$ cat src/rtl/rgb_led_panel_scan_driver_unit_assert.svh
// assertion macros for the led panel scan driver
`ifndef RGB_LED_PANEL_SCAN_DRIVER_UNIT_ASSERT_SVH
`define RGB_LED_PANEL_SCAN_DRIVER_UNIT_ASSERT_SVH

// same-cycle implication, clocked on clk, off during reset
`define LPS_ASSERT_NOW(lbl, ante, cons, msg) \
	lbl: assert property (@(posedge clk) disable iff (!arst_n) (ante) |-> (cons)) \
		else $error(msg);

// next-cycle implication
`define LPS_ASSERT_NEXT(lbl, ante, cons, msg) \
	lbl: assert property (@(posedge clk) disable iff (!arst_n) (ante) |=> (cons)) \
		else $error(msg);

`endif

$ cat src/rtl/lps_pkg.sv
// shared types and constants for the led panel scan driver
package lps_pkg;

	localparam int PANEL_ROWS_DEF = 32;
	localparam int PANEL_COLS_DEF = 32;
	localparam int HALF_ROWS_DEF  = 16;

	localparam logic [15:0] DWELL_RESET = 16'd250;

	localparam logic [1:0] ACT_OR   = 2'd0;
	localparam logic [1:0] ACT_WR   = 2'd1;
	localparam logic [1:0] ACT_TICK = 2'd2;

	localparam logic [5:0] TOP_MASK = 6'h07;
	localparam logic [5:0] BOT_MASK = 6'h38;

	typedef enum logic [2:0] {
		PH_SHIFT = 3'b001,
		PH_LATCH = 3'b010,
		PH_DWELL = 3'b100
	} phase_t;

	typedef struct packed {
		logic [1:0] action;
		logic [4:0] pixel_row;
		logic [4:0] pixel_col;
		logic [5:0] colour;
	} in_word_t;

	typedef struct packed {
		logic [3:0] row_addr;
		logic [2:0] top_rgb;
		logic [2:0] bottom_rgb;
		logic       shift_clock;
		logic       latch_strobe;
		logic       display_on;
	} out_word_t;

	typedef struct packed {
		logic [3:0] row_addr;
		logic       shift;
		logic       latch;
		logic       lit;
	} tick_info_t;

endpackage

$ cat src/rtl/lps_scan.sv
// scan sequencer: line, column, phase and dwell counters
module lps_scan #(
	parameter int PANEL_ROWS = 32,
	parameter int PANEL_COLS = 32,
	parameter int HALF_ROWS  = 16
) (
	input  logic                                      clk,
	input  logic                                      arst_n,
	input  logic                                      tick,
	input  logic [15:0]                               dwell_ticks,
	output lps_pkg::tick_info_t                       info,
	output logic [$clog2(PANEL_ROWS*PANEL_COLS)-1:0]  scan_addr
);
	import lps_pkg::*;

	localparam int AW = $clog2(PANEL_ROWS * PANEL_COLS);
	localparam int LW = $clog2(PANEL_ROWS);
	localparam int CW = $clog2(PANEL_COLS);
	localparam int HW = $clog2(HALF_ROWS);

	logic [LW-1:0] line_q;
	logic [CW-1:0] col_q;
	logic [HW-1:0] half_q;
	logic [15:0]   dwell_q;
	phase_t        phase_q;
	logic [15:0]   limit;
	logic          dwell_end;

	always_comb begin
		limit     = (dwell_ticks == 16'd0) ? 16'd1 : dwell_ticks;
		dwell_end = ({1'b0, dwell_q} + 17'd1) >= {1'b0, limit};
	end

	always_ff @(posedge clk or negedge arst_n) begin
		if (!arst_n) begin
			line_q  <= '0;
			col_q   <= '0;
			half_q  <= '0;
			dwell_q <= '0;
			phase_q <= PH_SHIFT;
		end else if (tick) begin
			case (phase_q)
				PH_LATCH: begin
					dwell_q <= '0;
					phase_q <= PH_DWELL;
				end
				PH_DWELL: begin
					if (dwell_end) begin
						col_q   <= '0;
						dwell_q <= '0;
						phase_q <= PH_SHIFT;
						if (line_q == LW'(PANEL_ROWS - 1)) begin
							line_q <= '0;
							half_q <= '0;
						end else begin
							line_q <= line_q + LW'(1);
							half_q <= (half_q == HW'(HALF_ROWS - 1)) ? '0 : half_q + HW'(1);
						end
					end else begin
						dwell_q <= dwell_q + 16'd1;
					end
				end
				default: begin
					if (col_q == CW'(PANEL_COLS - 1)) begin
						col_q   <= '0;
						phase_q <= PH_LATCH;
					end else begin
						col_q   <= col_q + CW'(1);
						phase_q <= PH_SHIFT;
					end
				end
			endcase
		end
	end

	always_comb begin
		info.row_addr = 4'(half_q);
		info.latch    = (phase_q == PH_LATCH);
		info.lit      = (phase_q == PH_DWELL);
		info.shift    = !info.latch && !info.lit;
		scan_addr     = AW'(int'(line_q) * PANEL_COLS + int'(col_q));
	end

endmodule

$ cat config.mk
export PLATFORM = sky130hd
export DESIGN_NAME = lps_scan
export DESIGN_NICKNAME = d
export VERILOG_FILES = /design/src/rtl/rgb_led_panel_scan_driver_unit_assert.svh /design/src/rtl/lps_pkg.sv /design/src/rtl/lps_scan.sv
export SDC_FILE = /design/constraint.sdc
export NUM_CORES = 1
export LEC_CHECK = 0
export ABC_AREA = 1
export BUFFER_PORTS_ARGS = -buffer_cell sky130_fd_sc_hd__buf_4
export CAP_MARGIN = 20
export CORE_ASPECT_RATIO = 1.4
export CORE_MARGIN = 5
export CORE_UTILIZATION = 51
export CTS_CLUSTER_SIZE = 28
export DETAILED_ROUTE_END_ITERATION = 7
export GPL_ROUTABILITY_DRIVEN = 0
export PLACE_DENSITY = 0.8
export SLEW_MARGIN = 20
export SYNTH_ARGS = -nofsm -noshare
export SYNTH_HDL_FRONTEND = slang
export SYNTH_SLANG_ARGS = --single-unit
$ cat constraint.sdc
create_clock -name clk -period 5.5 [get_ports clk]
set_input_delay 1.65 -clock clk [delete_from_list [all_inputs] [get_ports clk]]
set_output_delay 1.65 -clock clk [all_outputs]
set_load 0.05 [all_outputs]
After elaboration in Yosys (flattened, before gate mapping):

Cells that the tools add are included.

* memory bits (writable): 0
* memories kept: 0
* memory bits (read-only): 0
* bits in registers: 33
* input port bits: 19
* logic and storage cells: 40
* bits in latches: 0
* output and inout bits: 17

* div/mod/pow operators: 0
* multipliers: 0
* add/sub/neg operators: 6
* reduce and logical (&&, ||, !) cells: 9
* magnitude comparators: 1
* equal/unequal tests: 6
* bitwise logic cells: 1
* multiplexer cells: 12
* shift-type cells: 0

Operators with widths (number)
* 16-bit 2-to-1 mux: 2
* 16-bit case mux with 2 select lines: 1
* 16-bit by 1-bit adder with 17-bit output (second input constant): 1
* 17-bit by 16-bit greater-or-equal comparator with 1-bit output: 1
* 16-bit by 1-bit adder with 16-bit output (second input constant): 1
* 16-bit zero test: 1
* 5-bit 2-to-1 mux: 3
* 10-bit by 5-bit adder with 10-bit output: 1
* 5-bit by 1-bit adder with 5-bit output (second input constant): 2
* 5-bit equality test (second input constant): 2
* 5-bit case mux with 2 select lines: 1
* 4-bit 2-to-1 mux: 2
* 3-bit case mux with 2 select lines: 1
* 3-bit AND reduction: 2
* 4-bit by 1-bit adder with 4-bit output (second input constant): 1
* 4-bit equality test (second input constant): 1
* 2-bit AND reduction: 2
* 3-bit by 2-bit equality test with 1-bit output (second input constant): 1
* 3-bit equality test (second input constant): 1
* 3-bit 2-to-1 mux: 1
* 1-bit zero test: 2
* 2-bit 2-to-1 mux: 1
* 2-bit by 1-bit inequality test with 1-bit output (second input constant): 1
* 2-bit nonzero test: 1
* other kinds (2): 2

Longest topological paths before layout:

Gate-level depths: netlist of run 1.

* depth in word-level cells: 5
* gate-level depth with buffers: 19
* gate-level depth less buffers: 18

Worst setup path before layout of run 1:

Ideal clock, no wire load.

* path kind: register -> output
* start point: reg phase_q[2]
* end point: out info[2] in the netlist's numbering
* data arrival time: 1.658 ns
* slack: 2.192 ns
* stages on the path, launching flop included: 5
* required time: 3.850 ns
* path through: dfrtp_1 nor3_2 inv_1 nand2_4 inv_2

RTL lines
* start, declared: line lps_scan.sv:25 `phase_t phase_q;`
* start signal, assigned: line lps_scan.sv:40 `phase_q <= PH_SHIFT;`
* start signal, assigned: line lps_scan.sv:45 `phase_q <= PH_DWELL;`
* start signal, assigned: line lps_scan.sv:51 `phase_q <= PH_SHIFT;`
* end, declared: line lps_scan.sv:11 `output lps_pkg::tick_info_t info,`

Worst setup path in the final report of run 1:

* start point: in dwell_ticks[0]
* end point: reg phase_q[2]

* cells in the longest elaborated chain, start to end: 5

Ends and longest elaborated chain
* start, declared: line lps_scan.sv:10 `input logic [15:0] dwell_ticks,`
* 16-bit zero test: line lps_scan.sv:30 `limit = (dwell_ticks == 16'd0) ? 16'd1 : dwell_ticks;`
* 16-bit 2-to-1 mux *: line lps_scan.sv:30
* 17-bit by 16-bit greater-or-equal comparator with 1-bit output *: line lps_scan.sv:31 `dwell_end = ({1'b0, dwell_q} + 17'd1) >= {1'b0, limit};`
* 2-bit by 1-bit inequality test with 1-bit output (no source line) *
* 2-bit AND reduction (no source line) *

Mark *: on every way between the ends. The rest lies on a longest branch, timed or not.
A chain may end at the register's enable or synchronous reset.

==> flow_summary.toml, run 1 <==
[clock_tree]
cts_resized = 0
clockBufferDepth = 2
htree_num_levels = 2
cts_root_buffer = "clkbuf_8"
insertion_delay_ns = 0.29
cts_hold_buffers = 0
cts_buffers = 5
post_cts_buffers = 0
clk_pin_slew_worst_paths_ns = 0.06
cts_tree = "done"
cts.sinks = 33

[worst_setup_path]
worstPathRequired_ns = 5.66
worst_setup_path_start_kind = "input pin"
arrival_ns = 3.62
r2r-end = "phase_q[2]"
critPathKind = "in -> reg"
end_kind = "flop"
crit_path_max_fanout = 13
crit-reg2reg-launch = "dwell_q[0]"
rrSetupSlack_ns = 2.15
ff2ff_path_depth = 17
startpoint = "dwell_ticks[0]"

[sta]
final.setup_skew_ns = 0.003418
max_slew_margin_pct = 71.68
fmax_mhz = 289.1
tns_ns = 0
min_period_ns = 3.459
finalSetupViolCount = 0
tightest_slew_ns = 0.4247
min_period_over_period_pct = 62.89
slew_violations = 0
rsz0062_at_grt = "no"
fin_hold_ws_ns = 0.5031
finalHoldViolCount = 0

[power]
power_switching_uw = 260.7
seq_power_share_pct = 42.1
p_sw_share_pct = 36.81
power_frac_clock_pct = 25.8
peakVddDrop_mv = 0.2271
p_leak_uw = 0.001583
cellPowerDensity_mw_per_mm2 = 238.8
intPower_uw = 447.5
comb_power_share_pct = 32.1

[layout]
area_growth_pct = 14.49
antenna_cells = 0
drive_above_1_share_pct = 24.31
nNetsFinal = 403
fill_cells = 469

[drt]
drt_iter0_drc = 150
drt-total-wl_um = 5413
drtPass1Iterations = 4
viasPerCell = 5.138
via_count = 2189
drc = 0
final_antenna_net_count = 0
wl_per_cell_um = 12.71

[floorplanning]
die_h_um = 94.32
coreArea_sq_mm = 0.004880
start_util_pct = 53.08
num_rows = 30
pin_count = 36
dieWidth_um = 70.23
die-area_sq_mm = 0.006624

[synthesis]
netlist_area_sq_mm = 0.002590
yosys_register_bits = 33
synth_edf_count = 0
seq_area_frac_synth_pct = 31.93
synthesis.nets = 365
ys_types = 36
async_reset_ff_share_pct = 100.0
synth_top_area_share_pct = 30.92
ys.flop_type = "dfrtp_1"
postSynthCellCount = 324
syn_area_per_cell_sq_um = 7.994
yosys.area.top_type = "dfrtp_1"
ys_top_cells_by_count = "nand2_1, inv_1, dfrtp_1, nor2_1, ha_1"
synth.most_common_cell = "nand2_1"
synthTopCellsByArea = "dfrtp_1, nand2_1, ha_1"
yosys_warnings = 0

[min_path]
hp-start = "col_q[4]"
hold_depth = 2
min_path_type = "reg -> reg"
hold-path-endpoint = "col_q[4]"

[global_route]
grt_max_degree = 34
grt_antenna_before_repair = 0
track_usage_pct = 17.26
grt_pass1_wl_um = 9239
grt-ovfl-total = 0
grt_pass1_vias = 2145

[placed_design]
port_buffers = 35
place_hpwl_um = 4339

[outcome]
status = "completed"

[flow_run]
drv_cap = 0
critical path, stage by stage:
cell	delay, ns
buf_4	0.12
nor4_1	0.38
a41o_1	0.23
ha_1	0.22
nand3_1	0.09
o21ai_0	0.10
nor2_2	0.27
nand3_4	0.27
nand2_1	0.19
o21ai_0	0.09
how the worst max path moves through the flow:
stage / to / slack (ns) / depth (start not counted)
floorplan: info[2] / 2.19 / 4
global placement: phase_q[2] / 1.92 / 10
detailed placement: phase_q[2] / 1.76 / 10
CTS: phase_q[2] / 2.07 / 10
global route: phase_q[2] / 1.88 / 18
finish: phase_q[2] / 2.04 / 10
cells by family after synthesis:
family          Yosys count  share of synthesized area (%)
compound gates           34                          9.516
buf+inv                  53                          9.179
xor+xnor                 15                          5.073
flops                    33                          31.93
simple gates            167                          33.67
fa+ha+maj                22                          10.63
layer usage:
| metal | routed length (um) | global-route usage, % | part of all wire, % | vias up |
|---|---|---|---|---|
| met5 | 0 | 0 | 0 | - |
| met3 | 183 | 3.961 | 3.4 | 11 |
| li1 | - | - | - | 1129 |
| met4 | 132 | 7.348 | 2.4 | 0 |
| met2 | 2865 | 32.27 | 53 | 46 |
| met1 | 2231 | 18.32 | 41 | 1003 |
sequential cells by signal, indices dropped and copies added, names as in the netlist:
register  flops
half_q        4
phase_q       3
line_q        5
dwell_q      16
col_q         5
through the flow:
stage               util (%)  instance area, sq um  power (uW)  setup WS, ns  std cells
floorplan                  -                  2590       458.9         2.192        324
global placement       59.00                  2879       524.2         1.916        419
detailed placement     59.00                  2879       531.3         1.761        419
CTS                    60.77                  2965       715.3         2.065        426
global route           60.77                  2965       749.0         1.881        426
finish                 60.77                  2965       708.2         2.041        426
power by group through the flow:
stage	combinational (uW)	clock, uW	sequential [uW]
after floorplan	94.4	0	365
after global placement	223	0	301
after detailed placement	229	0	302
after CTS	230	187	298
after global routing	249	198	303
final	227	182	298
area by class of cell:
| cell class | count | area (sq um) | area share, % |
|---|---|---|---|
| clock buffers | 7 | 86.33 | 2.911 |
| inverters | 49 | 183.9 | 6.203 |
| multi-input cells | 238 | 1525 | 51.43 |
| flip-flops and latches | 33 | 827.0 | 27.89 |
| well taps | 64 | 80.08 | 2.700 |
| repair buffers | 35 | 262.8 | 8.861 |
cells in the final DEF (no fill, tap or decap), types with 2 or more instances in the layout:
master    synthesis  layout
nor4_1            6       6
inv_1            44      44
nand2_1          84      84
nor2_1           23      23
o21ai_1           5       5
o21ai_0           5       5
dfrtp_1          32      32
o22ai_1           2       2
a21oi_1           4       4
nand3_2           3       3
nand2_4           4       4
or2_2             3       3
nand2_2           5       5
a21o_1            2       2
nor2_4            3       3
nand4_1           6       6
o22ai_2           2       2
nand3b_1          2       2
xor2_1           14      14
o21ai_2          13      13
nand3_1          15      15
ha_1             22      22
buf_4             0      35
clkbuf_8          0       6
inv_2             5       5
nor3_2            2       2
nor3_1            5       5
No activity file was read; power rests on OpenSTA's default activity.
==> inputs of run 2 (changes only) <==
==> constraint.sdc (replaced) <==
create_clock -name clk -period 3.5 [get_ports clk]
set_input_delay 1.05 -clock clk [delete_from_list [all_inputs] [get_ports clk]]
set_output_delay 1.05 -clock clk [all_outputs]
set_load 0.05 [all_outputs]
==> run 2 against run 1 <==
Effect of this change: combinational power is 58% higher; power is 60% higher; via count is 1.2% higher; critical path type is now reg -> reg; sequential power is 57% higher; register-to-register slack worse by 1.8 ns; cell area is 1.4% higher; core utilization is 0.87 points higher; clock power is 70% higher; first-iteration DRC count is 41% lower; worst hold slack better by 0.0011 ns; global-route usage is 0.37 points lower; highest routed layer unchanged.
==> flow_summary.toml, run 2 (same netlist as run 1, synthesis figures left out) <==
[outcome]
status = "completed"

[layout]
antenna_cells = 0
drive_above_1_share_pct = 25.34
most-common-layout-cells = "nand2_1, inv_1, buf_4"
largest-register = "dwell_q"
fill_cells = 425
final_common_cell = "nand2_1"
largest_reg_flops = 16
top_regs = "dwell_q: 16 flops, col_q: 5 flops, line_q: 5 flops"
nNetsFinal = 407
area_growth_pct = 16.14

[worst_setup_path]
cp_cell_sequence = "ha_1 > nand2_1 > nor2_4 > nand3_1 > nor3_2 > nand2_1 > xor2_1 > inv_1 > ha_1 > nand2_1 > nor2_1 > nand2_1 > o21ai_0 > nor2_4 > nand3_4 > nand2_1 > nand2_1 > o21ai_0"
worst_setup_path_start_kind = "flop"
arrival_ns = 3.32
worstPathRequired_ns = 3.67
critPathKind = "reg -> reg"
slowest_delay_ns = 0.44
end_kind = "flop"
critPathBufInv = 1
cpMaxStageDelayCell = "dfrtp_1"
crit_family = "simple AND/OR/NAND/NOR gates"
worst_path_most_repeated_cell = "nand2_1"
crit_path_max_fanout = 10

[power]
peakVddDrop_mv = 0.3396
p_leak_uw = 0.001602
cellPowerDensity_mw_per_mm2 = 377.2

[clock_tree]
clockBufferDepth = 2
insertion_delay_ns = 0.29
clk_pin_slew_worst_paths_ns = 0.07
cts_root_buffer = "clkbuf_8"
htree_num_levels = 2
cts_hold_buffers = 0
cts.sinks = 33
cts_buffers = 5
cts_tree = "done"

[sta]
rsz0062_at_grt = "no"
fin_hold_ws_ns = 0.5042
slew_violations = 0
fmax_mhz = 317.7
max_slew_margin_pct = 71.93
min_period_ns = 3.148
min_period_over_period_pct = 89.93
final.setup_skew_ns = 0.01002
tns_ns = 0
finalSetupViolCount = 0
tightest_slew_ns = 0.4210
finalHoldViolCount = 0

[floorplanning]
die-area_sq_mm = 0.006624
dieWidth_um = 70.23
start_util_pct = 53.08
die_h_um = 94.32
num_rows = 30
pin_count = 36
coreArea_sq_mm = 0.004880

[flow_run]
drv_cap = 0

[drt]
drc = 0
drt-total-wl_um = 5271
final_antenna_net_count = 0
drt_iter0_drc = 88
drtPass1Iterations = 6
viasPerCell = 5.139
via_count = 2215
wl_per_cell_um = 12.23

[placed_design]
place_hpwl_um = 4164
port_buffers = 35

[global_route]
grt-ovfl-total = 0
grt_antenna_before_repair = 0
grt_max_degree = 34
track_usage_pct = 16.89
grt_pass1_vias = 2091
grt_pass1_wl_um = 9018

[min_path]
min_path_type = "reg -> reg"
-- run 2: where the power goes --
| group | switching, uW | internal (uW) | leakage [uW] | total (uW) |
|---|---|---|---|---|
| Clock | 149 | 160 | 0.0000445 | 309 |
| Combinational | 234 | 125 | 0.00113 | 358 |
| Sequential | 44.6 | 423 | 0.000426 | 467 |
-- run 2: metrics by stage --
stage | cells | area [sq um] | util (%) | worst slack [ns] | power (uW)
floorplan | 324 | 2590 | - | 0.7069 | 721.2
global placement | 419 | 2879 | 59.00 | 0.2822 | 826.1
detailed placement | 419 | 2879 | 59.00 | 0.2297 | 833.7
CTS | 427 | 2973 | 60.92 | 0.1837 | 1143
global route | 431 | 3008 | 61.64 | 0.04250 | 1200
finish | 431 | 3008 | 61.64 | 0.3523 | 1134
-- run 2: worst paths after layout --
path | from | to | slack [ns] | cells past startpoint
setup reg to reg | dwell_q[0] | phase_q[2] | 0.35 | 18
hold / removal | col_q[4] | col_q[4] | 0.50 | 2
hold reg to reg | col_q[4] | col_q[4] | 0.50 | 2
setup / recovery | dwell_q[0] | phase_q[2] | 0.35 | 18
min in group asynchronous | arst_n | col_q[4] | 0.68 | 1
max in group asynchronous | arst_n | phase_q[0] | 2.49 | 1
-- run 2: timing repair --
item | CTS | global route
setup buffers | 0 | 4
gates resized for setup | 0 | 1
setup endpoints to repair | 0 | 7
-- run 2: layer usage --
metal / up-vias / track usage, % / share of wire [%]
li1: 1135 / - / -
met1: 1021 / 18.56 / 40
met2: 41 / 30.31 / 53
met3: 18 / 3.533 / 3.1
met4: 0 / 8.786 / 3.8
met5: - / 0 / 0
-- run 2: worst reg2reg max path: stages (launching register included) --
cell and delay (ns):
dfrtp_1 0.44, ha_1 0.23, nand2_1 0.11, nor2_4 0.18, nand3_1 0.16, nor3_2 0.19, nand2_1 0.09, xor2_1 0.19
inv_1 0.07, ha_1 0.29, nand2_1 0.07, nor2_1 0.10, nand2_1 0.07, o21ai_0 0.30, nor2_4 0.11, nand3_4 0.16
nand2_1 0.13, nand2_1 0.07, o21ai_0 0.07
-- run 2: area by class of cell --
type	instances	area, sq um	area share (%)
Timing Repair Buffer	39	292.8	9.734
Tap cell	64	80.08	2.662
Sequential cell	33	827.0	27.50
Multi-Input combinational cell	238	1530	50.87
Clock buffer	7	86.33	2.870
Clock inverter	1	7.507	0.2496
Inverter	49	183.9	6.115
==> inputs of run 3 (changes only) <==
--- a/config.mk
+++ b/config.mk
@@ -7,14 +7,13 @@
 export LEC_CHECK = 0
 export ABC_AREA = 1
 export BUFFER_PORTS_ARGS = -buffer_cell sky130_fd_sc_hd__buf_4
-export CAP_MARGIN = 20
 export CORE_ASPECT_RATIO = 1.4
 export CORE_MARGIN = 5
 export CORE_UTILIZATION = 51
 export CTS_CLUSTER_SIZE = 28
 export DETAILED_ROUTE_END_ITERATION = 7
 export GPL_ROUTABILITY_DRIVEN = 0
-export PLACE_DENSITY = 0.8
+export PLACE_DENSITY = 0.77
 export SLEW_MARGIN = 20
 export SYNTH_ARGS = -nofsm -noshare
 export SYNTH_HDL_FRONTEND = slang
==> run 3 against run 2 <==
Effect of this change: routed wire length up 0.19%; die area unchanged; fmax down 0.31%; critical path depth unchanged; non-clock buffer count up 4; final cell count up 0.93%; clock-buffer cell count up 1; power down 1.5%; global-route usage down 0.15 points; sequential cell count unchanged; sequential share of layout area down 0.29 points.
==> flow_summary.toml, run 3 (same netlist as run 1, synthesis figures left out) <==
[outcome]
status = "completed"

[power]
power_switching_uw = 409.5
power_frac_clock_pct = 26.0
p_sw_share_pct = 36.63
peakVddDrop_mv = 0.3814
intPower_uw = 708.4
comb_power_share_pct = 32.1
seq_power_share_pct = 42.0
p_leak_uw = 0.001633
cellPowerDensity_mw_per_mm2 = 367.7

[worst_setup_path]
cpMaxStageDelayCell = "dfrtp_1"
arrival_ns = 3.34
r2r-end = "col_q[0]"
critPathKind = "reg -> reg"
crit_path_max_fanout = 10
worstPathRequired_ns = 3.68
crit-reg2reg-launch = "dwell_q[0]"
rrSetupSlack_ns = 0.34
worst_setup_path_start_kind = "flop"
slowest_delay_ns = 0.44
ff2ff_path_depth = 18
startpoint = "dwell_q[0]"
crit_end = "col_q[0]"
end_kind = "flop"
worst_path_most_repeated_cell = "nand2_1"
cp_cell_sequence = "ha_1 > nand2_1 > nor2_4 > nand3_1 > nor3_4 > nand2_1 > xor2_1 > inv_1 > ha_1 > a21oi_1 > nor2_1 > nor2_1 > nand2_1 > nor2_4 > nand3_4 > buf_4 > nand4_1 > nand2_1"

[sta]
min_period_over_period_pct = 90.21
fin_hold_ws_ns = 0.5111
slew_violations = 0
fmax_mhz = 316.7
tightest_slew_ns = 0.4078
max_slew_margin_pct = 72.81
finalSetupViolCount = 0
final.setup_skew_ns = 0.006915
min_period_ns = 3.157
finalHoldViolCount = 0

[min_path]
min_path_type = "reg -> reg"

[layout]
top_regs = "dwell_q: 16 flops, col_q: 5 flops, line_q: 5 flops"
final_common_cell = "nand2_1"
nNetsFinal = 411
area_growth_pct = 17.39
largest_reg_flops = 16
fin_area_sq_mm = 0.003040
largest-register = "dwell_q"
antenna_cells = 0
most-common-layout-cells = "nand2_1, inv_1, buf_4"
drive_above_1_share_pct = 25.88

[global_route]
grt-ovfl-total = 0
grt_antenna_before_repair = 0
grt_pass1_vias = 2028
grt_pass1_wl_um = 9066
track_usage_pct = 16.75
grt_max_degree = 34

[drt]
viasPerCell = 5.101
final_antenna_net_count = 0
drtPass1Iterations = 4
drt_iter0_drc = 110
drt-total-wl_um = 5281
wl_per_cell_um = 12.14
drc = 0
via_count = 2219

[floorplanning]
num_rows = 30
coreArea_sq_mm = 0.004880
dieWidth_um = 70.23
die_h_um = 94.32
pin_count = 36
die-area_sq_mm = 0.006624
start_util_pct = 53.08

[clock_tree]
cts_buffers = 5
cts.sinks = 33
cts_tree = "done"
insertion_delay_ns = 0.28
cts_root_buffer = "clkbuf_8"
clk_pin_slew_worst_paths_ns = 0.07
htree_num_levels = 2
clockBufferDepth = 2

[placed_design]
port_buffers = 35
post_dp_cell_area_sq_mm = 0.002879
place_hpwl_um = 4119

[flow_run]
drv_cap = 0
## run 3: changes by cell type in the layout (fill, tap and decap cells not counted)
cell	delta
nor3_4	+1
buf_4	+4
o21ai_0	-1
clkinvlp_4	-1
nor3_2	-1
o21ai_1	+1
clkbuf_1	+1
## run 3: stage by stage
| stage | power, uW | util [%] | setup TNS (ns) | setup slack (ns) | std cells |
|---|---|---|---|---|---|
| after global placement | 826.6 | 59.00 | 0 | 0.2790 | 419 |
| after floorplan | 721.2 | - | 0 | 0.7069 | 324 |
| after global routing | 1186 | 62.31 | -0.001922 | -0.001922 | 435 |
| final | 1118 | 62.31 | 0 | 0.3425 | 435 |
| after CTS | 1126 | 60.85 | 0 | 0.1354 | 427 |
| after detailed placement | 831.8 | 59.00 | 0 | 0.1729 | 419 |
## run 3: power by group through the flow
stage	logic (uW)	clock network, uW	registers, uW
after floorplan	148	0	573
after global placement	352	0	474
after detailed placement	357	0	475
after CTS	359	299	468
after global routing	396	316	473
final	358	290	469
## run 3: metal layers
layer | vias up | part of all wire [%] | GRT usage, % | wire length [um]
met5 | - | 0 | 0 | 0
met4 | 0 | 2.9 | 6.709 | 152
met3 | 13 | 2.8 | 3.854 | 150
met2 | 36 | 52 | 28.67 | 2730
met1 | 1028 | 43 | 20.17 | 2249
li1 | 1142 | - | - | -
## run 3: repair_timing
action                                  4_1_cts  5_1_grt
resized for setup                             0        3
hold buffers                                  0        0
setup buffers                                 0        8
endpoints found under the setup margin        0       14
endpoints found under the hold margin         0        0
## run 3: how the worst min path moves through the flow
stage               start         end  slack, ns  cells after the start
5_1_grt          col_q[3]    col_q[3]       0.53                      2
4_1_cts          col_q[4]    col_q[4]       0.51                      2
3_5_place_dp     col_q[4]    col_q[4]       0.50                      2
6_report         col_q[4]    col_q[4]       0.51                      2
2_1_floorplan  dwell_q[1]  dwell_q[1]       0.48                      2
3_3_place_gp     col_q[3]    col_q[3]       0.49                      2
## run 3: cell type report
| cell class | count | area [sq um] |
|---|---|---|
| multi-input combinational | 238 | 1536 |
| tap | 64 | 80.08 |
| clock buffer | 8 | 90.09 |
| sequential | 33 | 827.0 |
| timing repair buffer | 43 | 322.8 |
| inverter | 49 | 183.9 |
| fill | 441 | 1839 |
## run 3: worst max-delay path: cells and delay by family, from the launching register on
family | cells | cell delay, ns
simple gates | 12 | 1.49
fa+ha+maj | 2 | 0.52
flops | 1 | 0.44
buf+inv | 2 | 0.25
xor+xnor | 1 | 0.19
compound gates | 1 | 0.16
